`src/rmj_div_pipe.sv`:
```
module rmj_div_pipe #(
	parameter int NW = 48,
	parameter int DD = 32,
	parameter int QW = 32
) (
	input  logic          clk,
	input  logic [NW-1:0] num,
	input  logic [DD-1:0] den,
	output logic [QW-1:0] quo,
	output logic          ovf
);

	localparam int HW = NW - QW;
	localparam int CW = (HW > DD) ? HW : DD;

	logic [DD-1:0] rem_q  [QW];
	logic [DD-1:0] den_q  [QW];
	logic [QW-1:0] low_q  [QW];
	logic [QW-1:0] quo_q  [1:QW];
	logic          ovf_q  [QW+1];

	// quotient wider than QW bits: flag and let the receiver saturate
	always_ff @(posedge clk) begin
		ovf_q[0] <= (CW'(num[NW-1:QW]) >= CW'(den));
		rem_q[0] <= DD'(num[NW-1:QW]);
		den_q[0] <= den;
		low_q[0] <= num[QW-1:0];
	end

	for (genvar k = 1; k <= QW; k++) begin : g_step
		logic [DD:0]   cur;
		logic [DD:0]   diff;
		logic          ge;
		logic [QW-1:0] prev_quo;

		if (k == 1) begin : g_first
			assign prev_quo = '0;
		end else begin : g_next
			assign prev_quo = quo_q[k-1];
		end

		always_comb begin
			cur  = {rem_q[k-1], low_q[k-1][QW-1]};
			diff = cur - {1'b0, den_q[k-1]};
			ge   = (cur >= {1'b0, den_q[k-1]});
		end

		always_ff @(posedge clk) begin
			quo_q[k] <= {prev_quo[QW-2:0], ge};
			ovf_q[k] <= ovf_q[k-1];
		end

		if (k < QW) begin : g_carry
			always_ff @(posedge clk) begin
				rem_q[k] <= ge ? diff[DD-1:0] : cur[DD-1:0];
				den_q[k] <= den_q[k-1];
				low_q[k] <= {low_q[k-1][QW-2:0], 1'b0};
			end
		end
	end

	assign quo = quo_q[QW];
	assign ovf = ovf_q[QW];

endmodule
```
`config.mk`:
```
export PLATFORM = sky130hd
export DESIGN_NAME = rmj_div_pipe
export DESIGN_NICKNAME = d
export VERILOG_FILES = /design/src/rmj_div_pipe.sv
export SDC_FILE = /design/constraint.sdc
export NUM_CORES = 2
export LEC_CHECK = 0
export BUFFER_PORTS_ARGS = -buffer_cell sky130_fd_sc_hd__buf_2
export CAP_MARGIN = 20
export CORE_AREA = 2 2 633 446
export CTS_BUF_LIST = sky130_fd_sc_hd__clkbuf_16
export CTS_CLUSTER_DIAMETER = 60
export DETAILED_ROUTE_END_ITERATION = 10
export DIE_AREA = 0 0 635 448
export RECOVER_POWER = 50
export SLEW_MARGIN = 40
export SYNTH_ARGS = -nofsm -noshare
export SYNTH_HDL_FRONTEND = slang
export SYNTH_MEMORY_MAX_BITS = 65536
export SYNTH_SLANG_ARGS = --single-unit
```
`constraint.sdc`:
```
create_clock -name clk -period 8.6 [get_ports clk]
set_input_delay 1.72 -clock clk [delete_from_list [all_inputs] [get_ports clk]]
set_output_delay 1.72 -clock clk [all_outputs]
set_load 0.05 [all_outputs]
```
==> results.sh <==
export IMPL_grt_first_pass_wirelength_um=458000
export IMPL_hold_class="flip-flop to flip-flop"
export IMPL_cts_tree="done"
export IMPL_syn_to_final_growth_pct=12.0
export IMPL_met1_length_um=150000
export IMPL_tightest_slew_ns=0.903
export IMPL_htreeDepth=5
export IMPL_wl_met3_um=21800
export IMPL_async_flop_share=0
export IMPL_synth_nets=13800
export IMPL_max_slew_margin=0.392
export IMPL_setup_ws_ns=4.04
export IMPL_clock_root_buffer="clkbuf_16"
export IMPL_hold_buffers=0
export IMPL_place_ws_ns=4.26
export IMPL_initial_core_util=0.449
export IMPL_yosys_warnings=0
export IMPL_cts_resized=0
export IMPL_fin_hold_ws_ns=0.305
export IMPL_port_buffers=113
export IMPL_post_drt_wl_per_cell_um=17.3
export IMPL_wl_met2_um=113000
export IMPL_final_seq_area_mm2=0.0625
export IMPL_ios=114
export IMPL_num_rows=162
export IMPL_fillers=25200
export IMPL_crit_fanout=59
export IMPL_status="complete, no violations"
export IMPL_arrival_ns=5.30
export IMPL_cts_buffers=312
export IMPL_via_per_inst=5.21
export IMPL_ys_seq_elements=3121
export IMPL_final_cell_area_mm2=0.140
export IMPL_combPwrFrac=0.377
export IMPL_die_width_um=635
export IMPL_p_int_uw=34000
export IMPL_power_switching_uw=18600
export IMPL_placed_cell_area_mm2=0.129
export IMPL_synth_edff_count=0
export IMPL_gp_congestion=0.954
export IMPL_drive_above_1_share=0.0761
export IMPL_totalWireLength_um=290000
export IMPL_layout_common_cells="dfxtp_1 (3121), inv_1 (1286), ha_1 (1025)"
export IMPL_hold_violations=0
export IMPL_syn_avg_cell_area_um2=9.84
export IMPL_overflow=0
export IMPL_yosys_most_used_dff="dfxtp_1"
export IMPL_clkLatencyLatePin_ns=0.88
export IMPL_clkSinkCount=3121
export IMPL_top_layer_used="met5"
export IMPL_p_per_area_mw_per_mm2=376
export IMPL_place_hpwl_um=223000
export IMPL_clk_pin_slew_worst_paths_ns=0.07
export IMPL_clock_skew_ns=0.0405
export IMPL_rsz0062_at_grt="no"
export IMPL_synth_cell_types=96
export IMPL_ys_seq_area_frac=0.501
export IMPL_layout_commonest_cell="dfxtp_1"
export IMPL_worstSetupPathType="flip-flop to flip-flop"
export IMPL_clockBufferDepth=4
export IMPL_power_frac_seq=0.363
export IMPL_cp_required_ns=9.34
export IMPL_drv_cap=0
export IMPL_max_freq_mhz=219
export IMPL_drt_iter0_markers=6655
export IMPL_synthesis_area_mm2=0.125
export IMPL_vias=87500
export IMPL_ant_nets=0
export IMPL_irDropWorstVdd_mv=0.181
export IMPL_track_usage=0.199
export IMPL_grt_pass1_vias=83600
export IMPL_p_leak_uw=0.0648
export IMPL_startpoint_type="flip-flop"
export IMPL_cts_setup_buffers=0
export IMPL_pwr_share_clk=0.261
export IMPL_grt_max_degree=65
export IMPL_setup_viol=0
export IMPL_slew_viol_final=0
export IMPL_finalCritPeriodShare=0.530
export IMPL_endpoint_kind="flip-flop"
export IMPL_multi_input_area_mm2=0.0566
export IMPL_min_period_ns=4.56
export IMPL_drtPass1Iterations=6
export IMPL_coreArea_mm2=0.278
export IMPL_fin_tns_setup_ns=0
export IMPL_die_area_mm2=0.284
export IMPL_antenna_found_initial=17
export IMPL_chipHeight_um=448
export IMPL_switching_share=0.353
export IMPL_nets=14000
export IMPL_synthCells=12700
export IMPL_drc=0
[final cells by class]
class / instances / share of cell area
sequential: 3121 / 0.448
multi-input combinational: 8033 / 0.405
clock buffer: 320 / 0.0574
inverter: 1250 / 0.0336
tap: 3690 / 0.0331
clock inverter: 234 / 0.0168
timing repair buffer: 149 / 0.00620
antenna: 6 / 0.000108
[worst paths after layout]
path	start	end	slack, ns	cells after the start
worst max-delay path	den_q[2][2]$_DFF_P_	rem_q[0][185]$_DFF_P_	4.04	14
worst min-delay path	low_q[24][25]$_DFF_P_	low_q[25][26]$_DFF_P_	0.31	0
worst max register to register	den_q[2][2]$_DFF_P_	rem_q[0][185]$_DFF_P_	4.04	14
worst min register to register	low_q[24][25]$_DFF_P_	low_q[25][26]$_DFF_P_	0.31	0
[Yosys cell counts, types with 182 or more instances]
library cell	instances	area, um2
nor2_1	606	2270
xnor2_1	439	3840
ha_1	1025	12800
inv_1	1248	4680
a21oi_1	989	4950
xor2_1	376	3290
nand2_1	950	3570
mux2_2	229	2580
o21ai_0	907	4540
dfxtp_1	3121	62500
a21o_1	499	3750
nand3_1	182	911
[logic make-up after synthesis]
kind of cell | share of synthesized area
flip-flops | 0.501
AO/OA/AOI/OAI | 0.163
XOR/XNOR | 0.0573
buffers and inverters | 0.0472
multiplexers | 0.0266
adder cells (fa/ha/maj) | 0.108
AND/OR/NAND/NOR | 0.0973
[power groups by stage]
| stage | sequential (uW) | clock [uW] | combinational, uW |
|---|---|---|---|
| floorplan | 18700 | 0 | 15300 |
| global placement | 19400 | 0 | 19000 |
| detailed placement | 19400 | 0 | 19400 |
| CTS | 19100 | 14100 | 19600 |
| global route | 19300 | 14700 | 22100 |
| finish | 19100 | 13700 | 19800 |
[flip-flops by register name (all words and copies together), names as in the netlist]
name   count
den_q   1024
low_q    528
ovf_q     33
quo_q    528
rem_q   1008
[worst max-delay path: stages, from the launching register on]
cell	delay [ns]
dfxtp_1	0.33
inv_1	0.04
ha_1	0.33
o21ai_0	0.22
a21oi_1	0.11
o21ai_0	0.38
a21oi_1	0.18
o21ai_0	0.45
a21oi_1	0.25
a211oi_2	0.35
a21oi_1	0.16
a2111oi_4	0.33
buf_4	0.51
inv_1	0.40
mux2_2	0.37
[per-layer routing]
metal / GRT usage / vias to the layer above
li1: - / 43900
met1: 0.306 / 40900
met4: 0.0456 / 2
met5: 0 / -
met3: 0.0419 / 410
met2: 0.280 / 2235
[metrics by stage]
stage               power [uW]  instances   util
floorplan                34100      12700      -
global placement         38400      16200  0.465
detailed placement       38800      16200  0.465
CTS                      52800      16800  0.502
global route             56100      16800  0.502
finish                   52600      16800  0.502
(Power assumes the default switching activity.)
