**src/rmj_delay.sv**
```systemverilog
module rmj_delay #(
	parameter int WIDTH = 8,
	parameter int DEPTH = 2
) (
	input  logic             clk,
	input  logic             arst_n,
	input  logic [WIDTH-1:0] din,
	output logic [WIDTH-1:0] dout
);

	logic [WIDTH-1:0] line_q [DEPTH];

	always_ff @(posedge clk or negedge arst_n) begin
		if (!arst_n) begin
			for (int i = 0; i < DEPTH; i++) line_q[i] <= '0;
		end else begin
			line_q[0] <= din;
			for (int i = 1; i < DEPTH; i++) line_q[i] <= line_q[i-1];
		end
	end

	assign dout = line_q[DEPTH-1];

endmodule

```
**config.mk**
```make
export PLATFORM = sky130hd
export DESIGN_NAME = rmj_delay
export DESIGN_NICKNAME = d
export VERILOG_FILES = /design/src/rmj_delay.sv
export SDC_FILE = /design/constraint.sdc
export NUM_CORES = 1
export LEC_CHECK = 0
export ABC_AREA = 1
export BUFFER_PORTS_ARGS = -buffer_cell sky130_fd_sc_hd__clkbuf_2
export CAP_MARGIN = 20
export CORE_AREA = 4 4 41 43
export DETAILED_ROUTE_END_ITERATION = 10
export DIE_AREA = 0 0 45 47
export PLACE_DENSITY_LB_ADDON = 0.05
export SYNTH_ARGS = -nofsm -noshare
export SYNTH_HDL_FRONTEND = slang
export SYNTH_SLANG_ARGS = --single-unit
```
**constraint.sdc**
```tcl
create_clock -name clk -period 0.85 [get_ports clk]
set_clock_uncertainty 0.2 [all_clocks]
set_input_delay 0.0425 -clock clk [delete_from_list [all_inputs] [get_ports clk]]
set_output_delay 0.0425 -clock clk [all_outputs]
set_load 0.01 [all_outputs]
```
==> summary.md, run 1 <==
| Metric | Value |
|---|---|
| Worst skew pair latency | 270 ps |
| Final Hold Fails | 0 |
| CP bufs+invs | 1 |
| Final period utilization | 118% |
| Fillers | 127 |
| Layout cells sized above 1 | 44.4% |
| Synth Instances | 24 |
| Slack of the critical path | -155 ps |
| Drt pass-1 iters | 1 |
| F_max | 995 MHz |
| P_leak | 0.308 nW |
| Drt wl/cell | 10.5 um |
| CP Capture Type | primary output |
| Ys async rst share | 100% |
| Required time of the critical path | 610 ps |
| Worst-Margin Slew | 369 ps |
| Logic depth of the worst path, buffers included | 1 |
| Area Overhead vs Synth | 34.0% |
| CTS H-tree depth | 1 |
| Kind of critical path | reg -> out |
| Power per Cell Area | 2040 nW/um2 |
| Worst-path clk slew | 80 ps |
| WP data arrival | 760 ps |
| Reg2Reg Depth | 0 |
| Clock Path Buffers | 2 |
| Startpoint type of the worst setup path | flip-flop |
| Flop pwr share | 64.1% |
| Die height | 47 um |
| Net switching fraction of the power | 19.4% |
| Starting DRT DRC Count | 0 |
| Root buf cell | clkbuf_4 |
| IO Pins | 18 |
| Largest net degree at the start of global routing | 17 |
| Part of the Yosys area used for sequential elements | 87.0% |
| Number of max-cap violations | 0 |
| DR vias | 232 |
| Mapped Nets | 34 |
| Routed Antenna Nets | 0 |
| Slew headroom | 75.4% |
| Yosys warning count | 0 |
| #MultiIn Comb | 0 |
| P_int | 1.02 mW |
| Slowest CP cell | dfrtp_1 |
| GP Congestion | 0.614 |
| Antenna Cells | 0 |
| List of most frequent post-synthesis cells | dfrtp_1, buf_4 |
| Critical Path Fanout Max | 1 |
| Vias in the first global route | 248 |
| Synth top area cells | dfrtp_1, buf_4 |
| CP Cell Sequence | clkbuf_2 |
| Max-slew violations | 0 |
| HP Class | in -> async |
| Unrepaired setup endpoints after global routing | true |
| Worst IR drop on VDD | 1180 uV |
| Total grt overflow | 0 |
| Port bufs | 17 |
| Via/cell ratio | 3.87 |
| Clock Sinks | 16 |
| Main flop type after synthesis | dfrtp_1 |
| Initial core utilization | 35.4% |
| P_sw | 0.244 mW |
| Slowest stage delay, CP | 370 ps |
| CP delay by family, top | flip-flops |
| WHS | 15.9 ps |
| Postcts setup bufs | 0 |
| Final nets | 57 |
| Most frequent cell after synthesis | dfrtp_1 |
| Post-synthesis average cell area | 19.2 um2 |
| Area of the multi-input gates | 0 um2 |
| DIE AREA | 2120 um2 |
| GR Util All Layers | 7.77% |
| Comb pwr share | 7.5% |
| Clk pwr share | 28.4% |
| Outcome | finished with violations |
| Global-route wire length before repair | 1.07 mm |
| Drt drc | 0 |
| Rows | 13 |
| CTS tree | built |
| Synth Cell Area | 460 um2 |
| Setup violators final | 8 |
| Register bit total from synthesis | 16 |
| Failing checks | negative setup slack |
| TritonCTS buffer count | 3 |
| Final wirelength | 631 um |
| Setup TNS | -1180 ps |
| Fin crit period | 1010 ps |
| Core area | 1300 um2 |
| Placement Setup Slack | 134 ps |
| Die extent in x | 45 um |
| Number of flops mapped to enable cells by yosys | 0 |
| Antenna violations before repair | 0 |
| Post-synth top area cell | dfrtp_1 |
| Synth top area share | 87.0% |
| Post-synthesis cell type count | 2 |
## metrics by stage
stage / power [mW] / util [%] / instance area [um2] / instances
6_report: 1.26 / 47.4 / 617 / 60
5_1_grt: 1.34 / 47.4 / 617 / 60
4_1_cts: 1.29 / 47.4 / 617 / 60
3_5_place_dp: 0.888 / 38.8 / 504 / 48
3_3_place_gp: 0.884 / 38.8 / 504 / 48
2_1_floorplan: 0.859 / - / 460 / 24
## flip-flops by register name, summed over array words and instances, names as in the netlist
signal / cells
line_q: 8
dout: 8
## layout by cell type, fill, tap and decap left out
cell            n
dfrtp_1        16
buf_2           1
dlygate4sd3_1   9
clkbuf_4        3
clkbuf_2       16
## what timing repair did
action / in CTS / in global routing
endpoints found under the setup margin: 8 / 8
pin swaps: 0 / 0
hold endpoints to repair: 24 / 0
hold buffers: 9 / 0
gates resized for setup: 0 / 1
## cell families after synthesis
group / after synthesis / synth area share (%)
buffers and inverters: 8 / 13.0
flip-flops: 16 / 87.0
## worst paths after layout
kind                       startpoint          to  slack (ps)
min                            arst_n     dout[4]          20
max                           dout[3]     dout[3]        -160
max reg2reg                line_q[15]     dout[7]         170
min reg2reg                line_q[11]     dout[3]         150
min in group clk           line_q[11]     dout[3]         150
max in group asynchronous      arst_n  line_q[14]         170
## power groups by stage
stage / logic (mW) / clock network [mW] / registers (mW)
2_1_floorplan: 0.0383 / 0 / 0.821
3_3_place_gp: 0.0622 / 0 / 0.822
3_5_place_dp: 0.0637 / 0 / 0.824
4_1_cts: 0.0963 / 0.385 / 0.808
5_1_grt: 0.105 / 0.419 / 0.812
6_report: 0.0946 / 0.358 / 0.807
## routing by layer
layer  vias to the layer above  global-route usage (%)  part of all wire [%]
li1                        108                       -                     -
met1                       114                    8.05                    34
met2                        10                    11.9                    55
met3                         0                    2.30                    10
met4                         0                    8.77                     0
met5                         -                       0                     0
## area by class of cell
cell class | instances | area [um2] | area share [%]
Clock buffer | 3 | 22.5 | 3.65
Tap cell | 15 | 18.8 | 3.04
Timing Repair Buffer | 26 | 175 | 28.4
Sequential cell | 16 | 400 | 64.9
Power figures use the tool's default switching activity.
==> run 2: changes to the inputs <==
Settings changed: SLEW_MARGIN from default to 20.
Clock period 0.85 ns to 1.1 ns, I/O delays scaled along.
==> summary.md, run 2 (synthesis results as in run 1) <==
| Metric | Value |
|---|---|
| Outcome | finished, final reports clean (was finished with violations) |
| CTS H-tree depth | 1 (unchanged) |
| Commonest non-fill, non-tap cells in the layout | clkbuf_2, dfrtp_1, dlygate4sd3_1 (was dfrtp_1, clkbuf_2, dlygate4sd3_1) |
| Final Hold Fails | 0 (unchanged) |
| Initial core utilization | 35.4% (unchanged) |
| Worst-Margin Slew | 369 ps (unchanged) |
| GR Util All Layers | 7.77% (unchanged) |
| Clock Sinks | 16 (unchanged) |
| Drt wl/cell | 10.5 um (about the same) |
| Uppermost routed layer | met3 (unchanged) |
| Hold_buf cts | 9 (unchanged) |
| Root buf cell | clkbuf_4 (unchanged) |
| Placed cells | 48 (unchanged) |
| Required time of the critical path | 840 ps (was 610 ps) |
| Die extent in x | 45 um (unchanged) |
| WP data arrival | 760 ps (about the same) |
| Register area | 400 um2 (unchanged) |
| Fin crit period | 1020 ps |
| Reg2Reg Depth | 0 (unchanged) |
| Vias in the first global route | 248 (unchanged) |
| Max-slew violations | 0 (unchanged) |
| Final nets | 57 (unchanged) |
| Power per Cell Area | 1580 nW/um2 (was 2040 nW/um2) |
| Logic depth of the worst path, buffers included | 1 (unchanged) |
| Rows | 13 (unchanged) |
| Worst skew pair latency | 270 ps (about the same) |
| R2R setup slack | 420 ps (was 170 ps) |
| Via/cell ratio | 3.87 (unchanged) |
| WL met2 | 348 um (was 349 um) |
| P_leak | 0.308 nW (about the same) |
| Port bufs | 17 (unchanged) |
| Clock Path Buffers | 2 (unchanged) |
| M1 WL | 217 um (unchanged) |
| Core area | 1300 um2 (unchanged) |
| # resized after CTS | 0 (unchanged) |
| Antenna violations before repair | 0 (unchanged) |
| R2r endpoint | dout[7] (unchanged) |
| Die height | 47 um (unchanged) |
| HP Class | in -> async (unchanged) |
| Kind of critical path | reg -> out (unchanged) |
| Critical Path Fanout Max | 1 (unchanged) |
| Number of max-cap violations | 0 (unchanged) |
| Worst IR drop on VDD | 910 uV (was 1180 uV) |
| CP bufs+invs | 1 (unchanged) |
| Worst-path clk slew | 80 ps (about the same) |
| Postcts setup bufs | 0 (unchanged) |
| #MultiIn Comb | 0 (unchanged) |
| Critical Path Start | dout[3] (unchanged) |
| Unrepaired setup endpoints after global routing | false (was true) |
| DIE AREA | 2120 um2 (unchanged) |
| WL met3 | 63 um (was 64 um) |
| Final wirelength | 630 um (was 631 um) |
| Total grt overflow | 0 (unchanged) |
| CP delay by family, top | flip-flops (unchanged) |
| Area of the multi-input gates | 0 um2 (unchanged) |
| Antenna Cells | 0 (unchanged) |
| GP Congestion | 0.614 (unchanged) |
| Slew headroom | 75.4% (unchanged) |
| F_max | 983 MHz |
| CTS tree | built (unchanged) |
| CP Capture Type | primary output (unchanged) |
| Layout cells sized above 1 | 44.4% (unchanged) |
| Global-route wire length before repair | 1.07 mm (unchanged) |
| DR vias | 232 (unchanged) |
| Slowest CP cell | dfrtp_1 (unchanged) |
| Setup TNS | 0 ps (was -1180 ps) |
| TritonCTS buffer count | 3 (unchanged) |
| Critical path destination | dout[3] (unchanged) |
| Final period utilization | 92.5% |
| Largest net degree at the start of global routing | 17 (unchanged) |
| Starting DRT DRC Count | 0 (unchanged) |
| CP Cell Sequence | clkbuf_2 (unchanged) |
| Area Overhead vs Synth | 34.0% (unchanged) |
| Setup violators final | 0 (was 8) |
| Startpoint type of the worst setup path | flip-flop (unchanged) |
| Drt pass-1 iters | 1 (unchanged) |
| Launching point of the worst reg2reg path | line_q[15] (unchanged) |
| Routed Antenna Nets | 0 (unchanged) |
| Drt drc | 0 (unchanged) |
| Fillers | 127 (unchanged) |
| Commonest non-fill, non-tap cell in the layout | clkbuf_2 |
| IO Pins | 18 (unchanged) |
| Non-Filler Instances | 60 (unchanged) |
| Slowest stage delay, CP | 370 ps (about the same) |
[run 2: cell types whose count changed in the layout (fill, tap and decap cells not counted), sizes merged]
| cell | delta |
|---|---|
| clkbuf | +1 |
| buf | -1 |
[run 2: per-stage QoR]
stage | setup slack, ps | instance area [um2] | utilization, % | total power, mW | hold WS, ps
after floorplan | 378 | 460 | - | 0.664 | -441
after global placement | 386 | 504 | 38.8 | 0.683 | -226
after detailed placement | 372 | 504 | 38.8 | 0.686 | -211
after CTS | 61.1 | 617 | 47.4 | 0.997 | 32.6
after global routing | 26.7 | 617 | 47.4 | 1.03 | 54.2
final | 82.5 | 617 | 47.4 | 0.974 | 28.4
[run 2: layer usage]
metal	vias up	track usage, %
li1	108	-
met5	-	0
met1	114	8.05
met2	10	11.9
met3	0	2.30
met4	0	8.77
[run 2: power breakdown]
part	leakage, nW	total [mW]	switching, mW	internal (mW)
sequential	0.186	0.624	0.00703	0.617
combinational	0.108	0.0731	0.0315	0.0416
clock	0.0138	0.277	0.150	0.127
total	0.308	0.974	0.188	0.785
[run 2: area by class of cell]
class,instances,share of cell area (%)
clock buffer,3,3.65
tap,15,3.04
timing repair buffer,26,28.4
sequential,16,64.9
[run 2: how the worst min path moves through the flow]
stage               startpoint      end  slack, ps
global placement        arst_n  dout[1]       -230
finish                  arst_n  dout[4]         30
global route            arst_n  dout[6]         50
CTS                     arst_n  dout[4]         30
floorplan               arst_n  dout[0]       -440
detailed placement      arst_n  dout[1]       -210
==> run 3: changes to the inputs <==
Settings changed: CAP_MARGIN 20 to default, CELL_PAD_IN_SITES_DETAIL_PLACEMENT from default to 0, CELL_PAD_IN_SITES_GLOBAL_PLACEMENT from default to 2, CORE_AREA 4 4 41 43 to default, CORE_MARGIN from default to 4, CORE_UTILIZATION from default to 29, DIE_AREA 0 0 45 47 to default.
==> summary.md, run 3 (synthesis results as in run 1) <==
| Metric | Value |
|---|---|
| Outcome | finished, final reports clean (unchanged) |
| Placed instance area | 505 um2 (was 504 um2) |
| Antenna violations before repair | 0 (unchanged) |
| DR vias | 240 (was 232) |
| Root buf cell | clkbuf_4 (unchanged) |
| Clk pwr share | 34.6% (was 28.4%) |
| Antenna Cells | 0 (unchanged) |
| Worst-Margin Slew | 386 ps (was 369 ps) |
| GR Util All Layers | 6.79% (was 7.77%) |
| # resized after CTS | 0 (unchanged) |
| Final nets | 57 (unchanged) |
| Drt pass-1 iters | 1 (unchanged) |
| Kind of critical path | reg -> out (unchanged) |
| GP Congestion | 0.557 (was 0.614) |
| Drt wl/cell | 10.0 um (was 10.5 um) |
| WP data arrival | 780 ps (was 760 ps) |
| Net switching fraction of the power | 19.3% (was 19.4%) |
| P_int | 0.860 mW (was 0.785 mW) |
| IO Pins | 18 (unchanged) |
| Worst-path clk slew | 90 ps (was 80 ps) |
| Max-slew violations | 0 (unchanged) |
| Final wirelength | 621 um (was 630 um) |
| Clock Path Buffers | 2 (unchanged) |
| Global-route wire length before repair | 1.00 mm (was 1.07 mm) |
| Register area | 400 um2 (unchanged) |
| Fin crit period | 1030 ps (was 1020 ps) |
| CP Cell Sequence | clkbuf_2 (unchanged) |
| CTS H-tree depth | 1 (unchanged) |
| Core area | 1510 um2 (was 1300 um2) |
| Die extent in x | 47.8 um (was 45 um) |
| Worst IR drop on VDD | 728 uV (was 910 uV) |
| DIE AREA | 2290 um2 (was 2120 um2) |
| Die height | 47.8 um (was 47 um) |
| Final Hold Fails | 0 (unchanged) |
| Area of the multi-input gates | 0 um2 (unchanged) |
| CP delay by family, top | flip-flops (unchanged) |
| #MultiIn Comb | 0 (unchanged) |
| Postcts setup bufs | 0 (unchanged) |
| Fillers | 145 (was 127) |
| F_max | 967 MHz (was 983 MHz) |
| Number of max-cap violations | 0 (unchanged) |
| Vias in the first global route | 257 (was 248) |
| Hold_buf cts | 9 (unchanged) |
| TritonCTS buffer count | 3 (unchanged) |
| Drt drc | 0 (unchanged) |
| Critical Path Fanout Max | 1 (unchanged) |
| Comb pwr share | 6.9% (was 7.5%) |
| CP bufs+invs | 1 (unchanged) |
| P_leak | 0.316 nW (was 0.308 nW) |
| Commonest non-fill, non-tap cells in the layout | clkbuf_2, dfrtp_1, dlygate4sd3_1 (unchanged) |
| Slowest CP cell | dfrtp_1 (unchanged) |
| Via/cell ratio | 3.87 (about the same) |
| Flop pwr share | 58.6% (was 64.1%) |
| Starting DRT DRC Count | 0 (unchanged) |
| P_sw | 0.205 mW (was 0.188 mW) |
| Overall power | 1.06 mW (was 0.974 mW) |
| Rows | 14 (was 13) |
| Setup TNS | 0 ps (unchanged) |
| Power per Cell Area | 1690 nW/um2 (was 1580 nW/um2) |
| Total grt overflow | 0 (unchanged) |
| Initial core utilization | 30.6% (was 35.4%) |
| Routed Antenna Nets | 0 (unchanged) |
| Layout cells sized above 1 | 45.7% (was 44.4%) |
| Startpoint type of the worst setup path | flip-flop (unchanged) |
| Final period utilization | 94.0% (was 92.5%) |
| Slew headroom | 74.3% (was 75.4%) |
| Design area | 632 um2 (was 617 um2) |
| Commonest non-fill, non-tap cell in the layout | clkbuf_2 (unchanged) |
| Required time of the critical path | 840 ps (about the same) |
| Port bufs | 17 (unchanged) |
| Setup violators final | 0 (unchanged) |
| Worst skew pair latency | 270 ps (about the same) |
| Area Overhead vs Synth | 37.2% (was 34.0%) |
| HP Class | in -> async (unchanged) |
| CP Capture Type | primary output (unchanged) |
| CTS tree | built (unchanged) |
| Clock Sinks | 16 (unchanged) |
| Slowest stage delay, CP | 380 ps (was 370 ps) |
| Unrepaired setup endpoints after global routing | false (unchanged) |
| Largest net degree at the start of global routing | 17 (unchanged) |
run 3: cell count changes in the layout (fill, tap and decap cells not counted):
cell / delta
clkbuf_8: +1
run 3: area by class of cell:
type                  instances  share of cell area (%)
Clock buffer                  4                    5.74
Sequential cell              16                    63.4
Tap cell                     16                    3.17
Timing Repair Buffer         26                    27.7
run 3: final timing paths:
kind,start,end,slack (ps),cells past startpoint
worst max-delay path,dout[2],dout[2],70,1
worst min-delay path,arst_n,line_q[10],20,2
worst max register to register,line_q[13],dout[5],420,0
worst min register to register,line_q[14],dout[6],150,0
max in group asynchronous,arst_n,dout[0],400,2
min in group clk,line_q[14],dout[6],150,0
run 3: metrics by stage:
stage | setup slack [ps] | util [%] | hold slack [ps] | cells
floorplan | 378 | - | -441 | 24
global placement | 381 | 33.6 | -225 | 49
detailed placement | 376 | 33.6 | -206 | 49
CTS | 55.0 | 41.9 | 15.1 | 62
global route | 23.6 | 41.9 | 41.2 | 62
finish | 66.3 | 41.9 | 19.1 | 62
run 3: routing by layer:
layer  share of wire (%)  vias up  global-route usage, %
met3                  15        0                   3.76
met1                  35      118                   7.53
met2                  50       13                   9.76
met5                   0        -                      0
li1                    -      109                      -
met4                   0        0                   4.84
run 3: power by group through the flow:
stage | combinational, mW | clock (mW) | sequential [mW]
2_1_floorplan | 0.0296 | 0 | 0.634
3_3_place_gp | 0.0482 | 0 | 0.635
3_5_place_dp | 0.0501 | 0 | 0.636
4_1_cts | 0.0749 | 0.385 | 0.625
5_1_grt | 0.0814 | 0.415 | 0.628
6_report | 0.0730 | 0.368 | 0.624
